### config.mk
export PLATFORM = sky130hd
export DESIGN_NAME = sllt_ram
export DESIGN_NICKNAME = d
export VERILOG_FILES = /design/src/sorted_linked_list_table_core_assert.svh /design/src/sllt_ram.sv
export SDC_FILE = /design/constraint.sdc
export NUM_CORES = 1
export LEC_CHECK = 0
export BUFFER_PORTS_ARGS = -buffer_cell sky130_fd_sc_hd__buf_4
export CAP_MARGIN = 20
export CORE_ASPECT_RATIO = 2
export CORE_MARGIN = 2
export CORE_UTILIZATION = 45
export CTS_CLUSTER_SIZE = 24
export DETAILED_ROUTE_END_ITERATION = 12
export GPL_TIMING_DRIVEN = 0
export REMOVE_ABC_BUFFERS = 1
export SETUP_SLACK_MARGIN = 0.2
export SLEW_MARGIN = 10
export SYNTH_ARGS = -nofsm -noshare
export SYNTH_HDL_FRONTEND = slang
export SYNTH_SLANG_ARGS = --single-unit
### constraint.sdc
create_clock -name i_clk -period 3.93 [get_ports i_clk]
set_input_delay 0.786 -clock i_clk [delete_from_list [all_inputs] [get_ports i_clk]]
set_output_delay 0.786 -clock i_clk [all_outputs]
set_load 0.005 [all_outputs]
### src/sorted_linked_list_table_core_assert.svh
// Assertion macros for the sorted linked list table
`ifndef SORTED_LINKED_LIST_TABLE_CORE_ASSERT_SVH
`define SORTED_LINKED_LIST_TABLE_CORE_ASSERT_SVH
`ifndef SYNTHESIS
`define SLLT_ASSERT(lbl, prop) \
    lbl: assert property (@(posedge i_clk) disable iff (!i_rst_n) prop) \
        else $error("sllt assertion failed");
`define SLLT_ASSERT_NEXT(lbl, ante, cons) \
    lbl: assert property (@(posedge i_clk) disable iff (!i_rst_n) (ante) |=> (cons)) \
        else $error("sllt assertion failed");
`else
`define SLLT_ASSERT(lbl, prop)
`define SLLT_ASSERT_NEXT(lbl, ante, cons)
`endif
`endif

### src/sllt_ram.sv
// Generic simple dual-port RAM with registered read
`timescale 1ns / 1ps
module sllt_ram #(
    parameter int WIDTH = 8,
    parameter int DEPTH = 128
) (
    input  logic                     i_clk,
    input  logic                     i_we,
    input  logic [$clog2(DEPTH)-1:0] i_waddr,
    input  logic [WIDTH-1:0]         i_wdata,
    input  logic                     i_re,
    input  logic [$clog2(DEPTH)-1:0] i_raddr,
    output logic [WIDTH-1:0]         o_rdata
);
    logic [WIDTH-1:0] mem [DEPTH];

    always_ff @(posedge i_clk) begin
        if (i_we) begin
            mem[i_waddr] <= i_wdata;
        end
        if (i_re) begin
            o_rdata <= mem[i_raddr];
        end
    end
endmodule

======== Word level (Yosys, flattened, before mapping) ========
Memory sizes are Yosys's and may differ from the RTL's. A register that Yosys moved wholly into a read port is not among the register bits.
Cells that the tools add are included.
storage, ports and cells
  output and inout bits ................... 8
  RAM bits ................................ 1024
  word-level logic and storage cells ...... 3
  register bits ........................... 0
  input port bits ......................... 25
  memories ................................ 1
operators by class
  mux-type cells .......................... 2
memories
  memory  depth  bits a word  rd ports  clocked after Yosys merged registers in  wr ports  RTL line        RTL
  mem     128    8            1         1                                        1         sllt_ram.sv:15  logic [WIDTH-1:0] mem [DEPTH];
operators with widths
  kind               number
  1-bit two-way mux  2

======== Depth between registers and ports, before layout ========
Gate-level depths: netlist (run 1).
  word-level depth ........................ 2
  mapped depth ............................ 7

======== Least setup slack after synthesis (run 1) ========
OpenSTA, ideal clock, no wires.
  path type ............................... in2reg
  start point ............................. input port i_raddr[0]
  end point ............................... register o_rdata[0] (read register of mem), data pin
  buffers on the path ..................... 2
  stages on the path ...................... 6
  setup slack ............................. 501 ps
  arrival time ............................ 3170 ps
  cell sequence ........................... clkbuf_1 buf_1 mux4_2 mux4_2 mux4_2 mux2_2
RTL lines
  item         RTL line        RTL
  from (decl)  sllt_ram.sv:12  input logic [$clog2(DEPTH)-1:0] i_raddr,
  to (decl)    sllt_ram.sv:13  output logic [WIDTH-1:0] o_rdata

==> results of run 1 <==
state kept, by name, summed over array words and instances, names as in the netlist:
name,count
mem,1024
o_rdata,8
repair_timing:
| action | in CTS | in global routing |
|---|---|---|
| hold endpoints to repair | 0 | 0 |
| hold buffers | 0 | 0 |
| setup endpoints to repair | 8 | 8 |
| cloned | 1 | 2 |
worst max path at each step:
stage	from	endpoint	slack (ns)	cells past startpoint
after global placement	i_raddr[0]	o_rdata[4]	-3.64	5
after detailed placement	i_raddr[0]	o_rdata[7]	-0.57	7
after floorplan	i_raddr[0]	o_rdata[0]	1.26	4
after CTS	i_raddr[0]	o_rdata[4]	0.21	7
final	i_raddr[0]	o_rdata[5]	0.38	7
after global routing	i_raddr[0]	o_rdata[4]	0.29	7
per-stage QoR:
step	setup TNS (ns)	hold slack, ns	cells	utilization
finish	0	0.439	2937	0.506
global placement	-28.92	1.09	2748	0.467
floorplan	0	0.885	1546	-
CTS	0	0.398	2933	0.505
global route	0	0.416	2936	0.506
detailed placement	-4.38	1.10	2776	0.474
power by group through the flow:
stage	logic, mW	registers, mW	clock network, mW
after floorplan	0.467	12.4	0
after global placement	1.14	12.4	0
after detailed placement	1.16	12.4	0
after CTS	1.17	12.2	8.36
after global routing	1.22	12.2	8.74
final	1.16	12.2	8.18
cells by family after synthesis:
| group | synth area share |
|---|---|
| AND/OR/NAND/NOR | 0.0175 |
| flip-flops | 0.780 |
| multiplexers | 0.193 |
| buffers and inverters | 0.0101 |
metal layers:
metal	track usage	share of wire
met1	0.221	0.35
met2	0.380	0.57
met3	0.0270	0.036
met4	0.0797	0.039
met5	0	0
synthesized netlist by cell type (2+ instances only):
master / count
nand2b_1: 2
buf_2: 15
nand2_1: 14
clkbuf_1: 44
mux4_2: 336
buf_1: 18
buf_4: 11
nand3_1: 12
nor2b_1: 7
mux2_2: 8
edfxtp_1: 1032
nor2_1: 122
nor3_1: 9
nand4_1: 3
final cells by class:
class                           instances  area share
Antenna cell                            1   0.0000563
Clock buffer                           98      0.0490
Clock inverter                         58      0.0102
Multi-Input combinational cell        514       0.189
Sequential cell                      1032       0.697
Tap cell                             1170      0.0329
Timing Repair Buffer                   64      0.0213
==> flow_metrics.env, run 1 <==
export IMPL_layout_commonest_cell="edfxtp_1"
export IMPL_synthesis_area_sq_mm=0.0397
export IMPL_finalCriticalPeriod_ns=3.55
export IMPL_clkTransAtPathRegs_ns=0.07
export IMPL_crit_chain="buf_8 > buf_16 > bufbuf_16 > mux4_2 > mux4_2 > mux4_2 > mux2_2"
export IMPL_power_frac_comb=0.054
export IMPL_fin_skew_ns=0.0131
export IMPL_drtIter0Drc=1397
export IMPL_io_buffers=32
export IMPL_routed_wirelength_mm=88.8
export IMPL_path_class="input pin to flip-flop"
export IMPL_crit_slowest_cell="mux4_2"
export IMPL_reg2reg_slack_ns=1.32
export IMPL_drc_errors=0
export IMPL_power_total_mw=21.5
export IMPL_cp_top_family="multiplexers"
export IMPL_min_from="i_re"
export IMPL_synth_seq_area_share=0.780
export IMPL_finalSetupViolCount=0
export IMPL_pin_count=33
export IMPL_p_leak_nw=13.4
export IMPL_synth_seq_cells=1032
export IMPL_maxCapViolCount=0
export IMPL_avgViaCountPerCell=5.78
export IMPL_grt_setup_unrepaired="false"
export IMPL_min_period_over_period=0.903
export IMPL_ctsResizeCount=0
export IMPL_dp_hpwl_mm=57.3
export IMPL_via_count=17000
export IMPL_intPower_mw=17.0
export IMPL_startpoint_type="input pin"
export IMPL_crit_buf_inv=3
export IMPL_cp_common_cell="mux4_2"
export IMPL_cts_tree="yes"
export IMPL_layout_setup_ws_ns=0.379
export IMPL_final_cell_mix="edfxtp_1, mux4_2, nor2_1, clkbuf_16, buf_4"
export IMPL_clock_latency_ns=0.66
export IMPL_clk_path_buf_depth=3
export IMPL_clock_sinks=1032
export IMPL_first_pass_iters=5
export IMPL_grt_pass1_vias=18100
export IMPL_switching_share=0.208
export IMPL_fmax_mhz=282
export IMPL_run_status="finished clean"
export IMPL_nNetsFinal=1721
export IMPL_seqPwrFrac=0.566
export IMPL_netlist_instances=1635
export IMPL_fin_area_sq_mm=0.0444
export IMPL_synthTopCellsByArea="edfxtp_1, mux4_2, nor2_1, clkbuf_1, mux2_2"
export IMPL_post_place_ws_ns=-0.575
export IMPL_max_vdd_ir_drop_mv=0.319
export IMPL_area_growth_pct=11.8
export IMPL_cts_buffers=84
export IMPL_hold_end="o_rdata[3]"
export IMPL_r2r_start="mem[117][7]"
export IMPL_synth_edff_count=1032
export IMPL_r2r_worst_path_cells=4
export IMPL_relSlewSlack=0.210
export IMPL_dieWidth_microns=214
export IMPL_synthArstFlopShare=0
export IMPL_finalHoldViolCount=0
export IMPL_grt_usage=0.198
export IMPL_fillers=6868
export IMPL_dpl_instance_area_sq_mm=0.0417
export IMPL_arrival_ns=3.95
export IMPL_fp_row_count=154
export IMPL_die_area_sq_mm=0.0909
export IMPL_reg2reg_to="o_rdata[7]"
export IMPL_powerDensity_mw_per_mm2=484
export IMPL_critPathMaxStageDelay_ns=0.59
export IMPL_drive_above_1_share=0.303
export IMPL_core_region_area_sq_mm=0.0879
export IMPL_antenna_found_initial=1
export IMPL_avgSynthCellArea_sq_um=24.3
export IMPL_endpoint_kind="flip-flop"
export IMPL_synthDistinctLibCells=16
export IMPL_start_util=0.452
export IMPL_worst_pin_slew_ns=1.18
export IMPL_multi_input_area_sq_mm=0.00840
export IMPL_cp_max_fo=32
export IMPL_htreeDepth=3
export IMPL_root_buffer="clkbuf_16"
export IMPL_grt_pass1_wl_mm=129
export IMPL_seqCellArea_sq_mm=0.0310
export IMPL_hp_class="input pin to flip-flop"
export IMPL_wl_per_cell_microns=30.2
export IMPL_ant_nets=0
export IMPL_slew_violations=0
export IMPL_synth_top_cell_area_share=0.780
export IMPL_p_switching_mw=4.47
export IMPL_die_h_microns=424
export IMPL_p_clk_frac=0.380
export IMPL_postCtsSetupRepairBufs=0
export IMPL_post_synth_top_area_cell="edfxtp_1"
export IMPL_synth_main_ff_cell="edfxtp_1"
export IMPL_whs_path_depth=1
export IMPL_grt_start_max_net_pins=94
export IMPL_required_ns=4.33
export IMPL_yosys_warnings=0
export IMPL_place_congestion=0.765
export IMPL_gr_total_overflow=0
No activity file was read; power rests on OpenSTA's default activity.
==> run 2: changes to the inputs <==
--- a/config.mk
+++ b/config.mk
@@ -5,11 +5,11 @@
 export SDC_FILE = /design/constraint.sdc
 export NUM_CORES = 1
 export LEC_CHECK = 0
-export BUFFER_PORTS_ARGS = -buffer_cell sky130_fd_sc_hd__buf_4
+export BUFFER_PORTS_ARGS = -buffer_cell sky130_fd_sc_hd__buf_2
 export CAP_MARGIN = 20
 export CORE_ASPECT_RATIO = 2
 export CORE_MARGIN = 2
-export CORE_UTILIZATION = 45
+export CORE_UTILIZATION = 44
 export CTS_CLUSTER_SIZE = 24
 export DETAILED_ROUTE_END_ITERATION = 12
 export GPL_TIMING_DRIVEN = 0
==> run 2 against run 1 <==
Worst hold slack improved by 0.030 ns; highest routed layer unchanged; sequential share of layout area fell by 0.79 points; routed wire length fell by 1.2%; core utilization fell by 0.62 points; critical path type unchanged; maximum frequency barely moved; sequential cell count did not move; clock power rose by 16%; total power rose by 5.9%.
==> flow_metrics.env, run 2 (synthesized netlist as in run 1, its figures left out) <==
export IMPL_fin_util=0.499
export IMPL_hp_class="input pin to flip-flop"
export IMPL_via_count=17200
export IMPL_cts_buffers=92
export IMPL_grt_pass1_wl_mm=127
export IMPL_run_status="finished clean"
export IMPL_startpoint_type="input pin"
export IMPL_cts_hold_buf=0
export IMPL_wl_per_cell_microns=29.7
export IMPL_routed_wirelength_mm=87.8
export IMPL_path_class="input pin to flip-flop"
export IMPL_cts_tree="yes"
export IMPL_area_growth_pct=13.1
export IMPL_clock_latency_ns=0.65
export IMPL_largest_register_ffs=1024
export IMPL_die_area_sq_mm=0.0929
export IMPL_p_switching_mw=4.58
export IMPL_powerDensity_mw_per_mm2=507
export IMPL_gr_total_overflow=0
export IMPL_seqCellArea_sq_mm=0.0310
export IMPL_grt_start_max_net_pins=109
export IMPL_power_frac_comb=0.051
export IMPL_root_buffer="clkbuf_16"
export IMPL_maxCapViolCount=0
export IMPL_clk_path_buf_depth=3
export IMPL_p_clk_frac=0.415
export IMPL_clkTransAtPathRegs_ns=0.07
export IMPL_fin_skew_ns=0.0223
export IMPL_regMostFlops="mem"
export IMPL_cp_max_fo=65
export IMPL_place_congestion=0.728
export IMPL_antenna_found_initial=0
export IMPL_drtIter0Drc=1932
export IMPL_grt_usage=0.192
export IMPL_finalSetupViolCount=0
export IMPL_final_cell_mix="edfxtp_1, mux4_2, nor2_1, clkbuf_16, buf_2"
export IMPL_io_buffers=32
export IMPL_layout_commonest_cell="edfxtp_1"
export IMPL_fmax_mhz=281
export IMPL_grt_pass1_vias=17800
export IMPL_nNetsFinal=1724
export IMPL_fin_cells=2955
export IMPL_largest_registers="mem x1024, o_rdata x8"
export IMPL_clock_sinks=1032
export IMPL_intPower_mw=18.2
export IMPL_min_period_over_period=0.904
export IMPL_drc_errors=0
export IMPL_dp_cells=2788
export IMPL_dp_hpwl_mm=52.5
export IMPL_pin_count=33
export IMPL_seqPwrFrac=0.534
export IMPL_multi_input_area_sq_mm=0.00841
export IMPL_ant_nets=0
export IMPL_first_pass_iters=5
export IMPL_htreeDepth=3
export IMPL_p_leak_nw=13.6
export IMPL_slew_violations=0
export IMPL_start_util=0.442
export IMPL_fillers=6951
export IMPL_avgViaCountPerCell=5.83
export IMPL_core_region_area_sq_mm=0.0900
export IMPL_switching_share=0.201
export IMPL_grt_setup_unrepaired="false"
export IMPL_tns_ns=0
export IMPL_required_ns=4.32
export IMPL_endpoint_kind="flip-flop"
export IMPL_die_h_microns=429
export IMPL_fp_row_count=156
export IMPL_worst_pin_slew_ns=0.939
export IMPL_dieWidth_microns=217
export IMPL_relSlewSlack=0.372
export IMPL_arrival_ns=3.95
export IMPL_finalHoldViolCount=0
export IMPL_max_vdd_ir_drop_mv=0.394
export IMPL_drive_above_1_share=0.313
export IMPL_finalCriticalPeriod_ns=3.55
[run 2: changes by cell type in the layout (fill, tap and decap cells not counted), sizes merged]
cell	delta
bufinv	+10
clkinv	-16
inv	-6
bufbuf	+1
buf	-4
clkinvlp	+3
clkbuf	+15
[run 2: cell type report]
class                           count  share of cell area
Multi-Input combinational cell    514               0.187
Sequential cell                  1032               0.690
Clock buffer                      115              0.0555
Timing Repair Buffer               59              0.0198
Tap cell                         1185              0.0330
Antenna cell                        1           0.0000557
Clock inverter                     49              0.0149
[run 2: stage by stage]
| step | total power, mW | cell area [sq um] | setup WS (ns) | hold WS [ns] |
|---|---|---|---|---|
| after global routing | 23.4 | 44900 | 0.288 | 0.467 |
| after detailed placement | 13.6 | 41700 | -0.673 | 1.13 |
| after CTS | 23.0 | 44900 | 0.285 | 0.442 |
| after floorplan | 12.9 | 39300 | 1.26 | 0.885 |
| after global placement | 13.7 | 41000 | -6.95 | 1.13 |
| final | 22.8 | 44900 | 0.377 | 0.469 |
[run 2: worst max-delay path, cell delays in order]
cell and delay (ns):
buf_12 0.25, buf_16 0.26, buf_16 0.31, bufbuf_16 0.47, mux4_2 0.40, mux4_2 0.54
mux4_2 0.51, mux2_2 0.32
[run 2: final timing paths]
check,end,slack [ns],startpoint,cells past startpoint
min reg2reg,o_rdata[4],1.28,mem[50][4],4
max,o_rdata[7],0.38,i_raddr[2],8
max reg2reg,o_rdata[6],1.35,mem[127][6],4
min,o_rdata[4],0.47,i_re,1
[run 2: repair_timing]
item | 4_1_cts | 5_1_grt
buffers inserted | 0 | 0
gates resized for setup | 1 | 0
endpoints found under the setup margin | 8 | 0
[run 2: per-layer routing]
| layer | part of all wire | global-route usage |
|---|---|---|
| met1 | 0.42 | 0.269 |
| met2 | 0.50 | 0.316 |
| met3 | 0.051 | 0.0281 |
| met4 | 0.024 | 0.0531 |
| met5 | 0 | 0 |
[run 2: power groups by stage]
stage,sequential [mW],clock (mW),combinational (mW)
5_1_grt,12.2,10.0,1.22
2_1_floorplan,12.4,0,0.467
3_5_place_dp,12.4,0,1.17
3_3_place_gp,12.4,0,1.24
6_report,12.2,9.45,1.16
4_1_cts,12.2,9.62,1.18
==> run 3: changes to the inputs <==
--- a/config.mk
+++ b/config.mk
@@ -13,6 +13,7 @@
 export CTS_CLUSTER_SIZE = 24
 export DETAILED_ROUTE_END_ITERATION = 12
 export GPL_TIMING_DRIVEN = 0
+export RECOVER_POWER = 50
 export REMOVE_ABC_BUFFERS = 1
 export SETUP_SLACK_MARGIN = 0.2
 export SLEW_MARGIN = 10
==> run 3 against run 2 <==
Maximum frequency down 0.16%; cell area fell by 0.40%; sequential cell count unchanged; global-route usage unchanged; clock power barely moved; die area stayed put; register-to-register slack barely moved; sequential share of layout area is 0.28 points higher; the run now ends with max-capacitance violations, max-slew violations left; largest cell class unchanged; non-clock buffer count unchanged.
==> flow_metrics.env, run 3 (synthesized netlist as in run 1, its figures left out) <==
export IMPL_run_status="complete, but fails checks"
export IMPL_violations="max-capacitance violations, max-slew violations"
export IMPL_finalCriticalPeriod_ns=3.56
export IMPL_largest_register_ffs=1024
export IMPL_io_buffers=32
export IMPL_switching_share=0.201
export IMPL_avgViaCountPerCell=5.82
export IMPL_cp_top_family="multiplexers"
export IMPL_r2r_start="mem[127][6]"
export IMPL_start_util=0.442
export IMPL_dieWidth_microns=217
export IMPL_post_place_ws_ns=-0.673
export IMPL_crit_path_end="o_rdata[7]"
export IMPL_dp_cells=2788
export IMPL_hold_ws_ns=0.550
export IMPL_p_clk_frac=0.415
export IMPL_first_pass_iters=5
export IMPL_seqPwrFrac=0.535
export IMPL_clock_latency_ns=0.65
export IMPL_powerDensity_mw_per_mm2=509
export IMPL_reg2reg_slack_ns=1.35
export IMPL_ctsResizeCount=1
export IMPL_reg2reg_to="o_rdata[6]"
export IMPL_pin_count=33
export IMPL_endpoint_kind="flip-flop"
export IMPL_fin_skew_ns=0.0216
export IMPL_fillers=6977
export IMPL_gr_total_overflow=0
export IMPL_htreeDepth=3
export IMPL_intPower_mw=18.2
export IMPL_grt_pass1_wl_mm=127
export IMPL_slew_violations=519
export IMPL_r2r_worst_path_cells=4
export IMPL_critPathMaxStageDelay_ns=0.54
export IMPL_grt_start_max_net_pins=109
export IMPL_cts_buffers=92
export IMPL_cp_max_fo=65
export IMPL_path_class="input pin to flip-flop"
export IMPL_die_h_microns=429
export IMPL_nNetsFinal=1724
export IMPL_drive_above_1_share=0.306
export IMPL_area_growth_pct=12.6
export IMPL_hp_class="input pin to flip-flop"
export IMPL_ant_nets=0
export IMPL_final_cell_mix="edfxtp_1, mux4_2, nor2_1, clkbuf_16, clkbuf_1"
export IMPL_clk_path_buf_depth=3
export IMPL_drtIter0Drc=1917
export IMPL_max_vdd_ir_drop_mv=0.391
export IMPL_crit_chain="buf_12 > buf_16 > buf_16 > bufbuf_16 > mux4_2 > mux4_2 > mux4_2 > mux2_2"
export IMPL_regMostFlops="mem"
export IMPL_crit_slowest_cell="mux4_2"
export IMPL_layout_commonest_cell="edfxtp_1"
export IMPL_clkTransAtPathRegs_ns=0.07
export IMPL_cts_hold_buf=0
export IMPL_grt_pass1_vias=17800
export IMPL_antenna_found_initial=0
export IMPL_clock_sinks=1032
export IMPL_crit_buf_inv=4
export IMPL_fmax_mhz=281
export IMPL_grt_usage=0.192
export IMPL_dp_hpwl_mm=52.5
export IMPL_wl_per_cell_microns=29.7
export IMPL_p_leak_nw=13.5
export IMPL_via_count=17200
export IMPL_relSlewSlack=-0.712
export IMPL_die_area_sq_mm=0.0929
export IMPL_worst_pin_slew_ns=2.57
export IMPL_routed_wirelength_mm=87.8
export IMPL_min_period_over_period=0.906
export IMPL_cts_tree="yes"
export IMPL_startpoint_type="input pin"
export IMPL_core_region_area_sq_mm=0.0900
export IMPL_finalSetupViolCount=0
export IMPL_cp_startpoint="i_raddr[2]"
export IMPL_postCtsSetupRepairBufs=0
export IMPL_maxCapViolCount=8
export IMPL_finalHoldViolCount=0
export IMPL_root_buffer="clkbuf_16"
export IMPL_p_switching_mw=4.57
export IMPL_cp_common_cell="mux4_2"
export IMPL_fin_cells=2955
export IMPL_power_frac_comb=0.050
export IMPL_largest_registers="mem x1024, o_rdata x8"
export IMPL_place_congestion=0.728
export IMPL_fp_row_count=156
export IMPL_path_depth=8
export IMPL_drc_errors=0
export IMPL_grt_setup_unrepaired="false"
export IMPL_required_ns=4.32
export IMPL_arrival_ns=3.95
export IMPL_layout_setup_ws_ns=0.371
==> run 3: changes by cell type in the layout (fill, tap and decap cells not counted), sizes merged <==
cell    delta
buf       -17
clkbuf    +17
==> run 3: cell type report <==
| class | count | area [sq um] | area share |
|---|---|---|---|
| Antenna cell | 1 | 2.50 | 0.0000559 |
| Tap cell | 1185 | 1480 | 0.0331 |
| Timing Repair Buffer | 59 | 708 | 0.0158 |
| Clock buffer | 115 | 2490 | 0.0557 |
| Multi-Input combinational cell | 514 | 8410 | 0.188 |
| Clock inverter | 49 | 671 | 0.0150 |
| Sequential cell | 1032 | 31000 | 0.692 |
==> run 3: per-stage QoR <==
step | util | setup TNS [ns] | power [mW] | area (sq um)
floorplan | - | 0 | 12.9 | 39300
global placement | 0.456 | -74.02 | 13.7 | 41000
detailed placement | 0.463 | -4.99 | 13.6 | 41700
CTS | 0.499 | 0 | 23.0 | 44900
global route | 0.497 | 0 | 23.4 | 44800
finish | 0.497 | 0 | 22.8 | 44800
==> run 3: worst min path at each step <==
stage                             to  slack (ns)        from  cells after the start
after global routing      o_rdata[4]        0.57        i_re                      1
after global placement    o_rdata[0]        1.13        i_re                      1
final                     o_rdata[4]        0.55        i_re                      1
after floorplan            mem[0][0]        0.88  i_wdata[0]                      0
after detailed placement  mem[94][0]        1.13  i_wdata[0]                      1
after CTS                 o_rdata[4]        0.44        i_re                      1
==> run 3: layer usage <==
| metal | up-vias | global-route usage | part of all wire | routed length, microns |
|---|---|---|---|---|
| met5 | - | 0 | 0 | 0 |
| met1 | 9412 | 0.269 | 0.42 | 37200 |
| met3 | 113 | 0.0281 | 0.051 | 4500 |
| li1 | 7156 | - | - | - |
| met2 | 512 | 0.316 | 0.50 | 44000 |
| met4 | 0 | 0.0531 | 0.024 | 2090 |
==> run 3: worst register-to-register path, stage by stage (launching register included) <==
cell	delay (ns)
edfxtp_1	0.36
mux4_2	0.53
mux4_2	0.58
mux4_2	0.55
mux2_2	0.30
==> run 3: power by group through the flow <==
stage	clock network, mW	logic [mW]	registers (mW)
6_report	9.45	1.13	12.2
5_1_grt	10.0	1.20	12.2
4_1_cts	9.62	1.18	12.2
3_5_place_dp	0	1.17	12.4
3_3_place_gp	0	1.24	12.4
2_1_floorplan	0	0.467	12.4
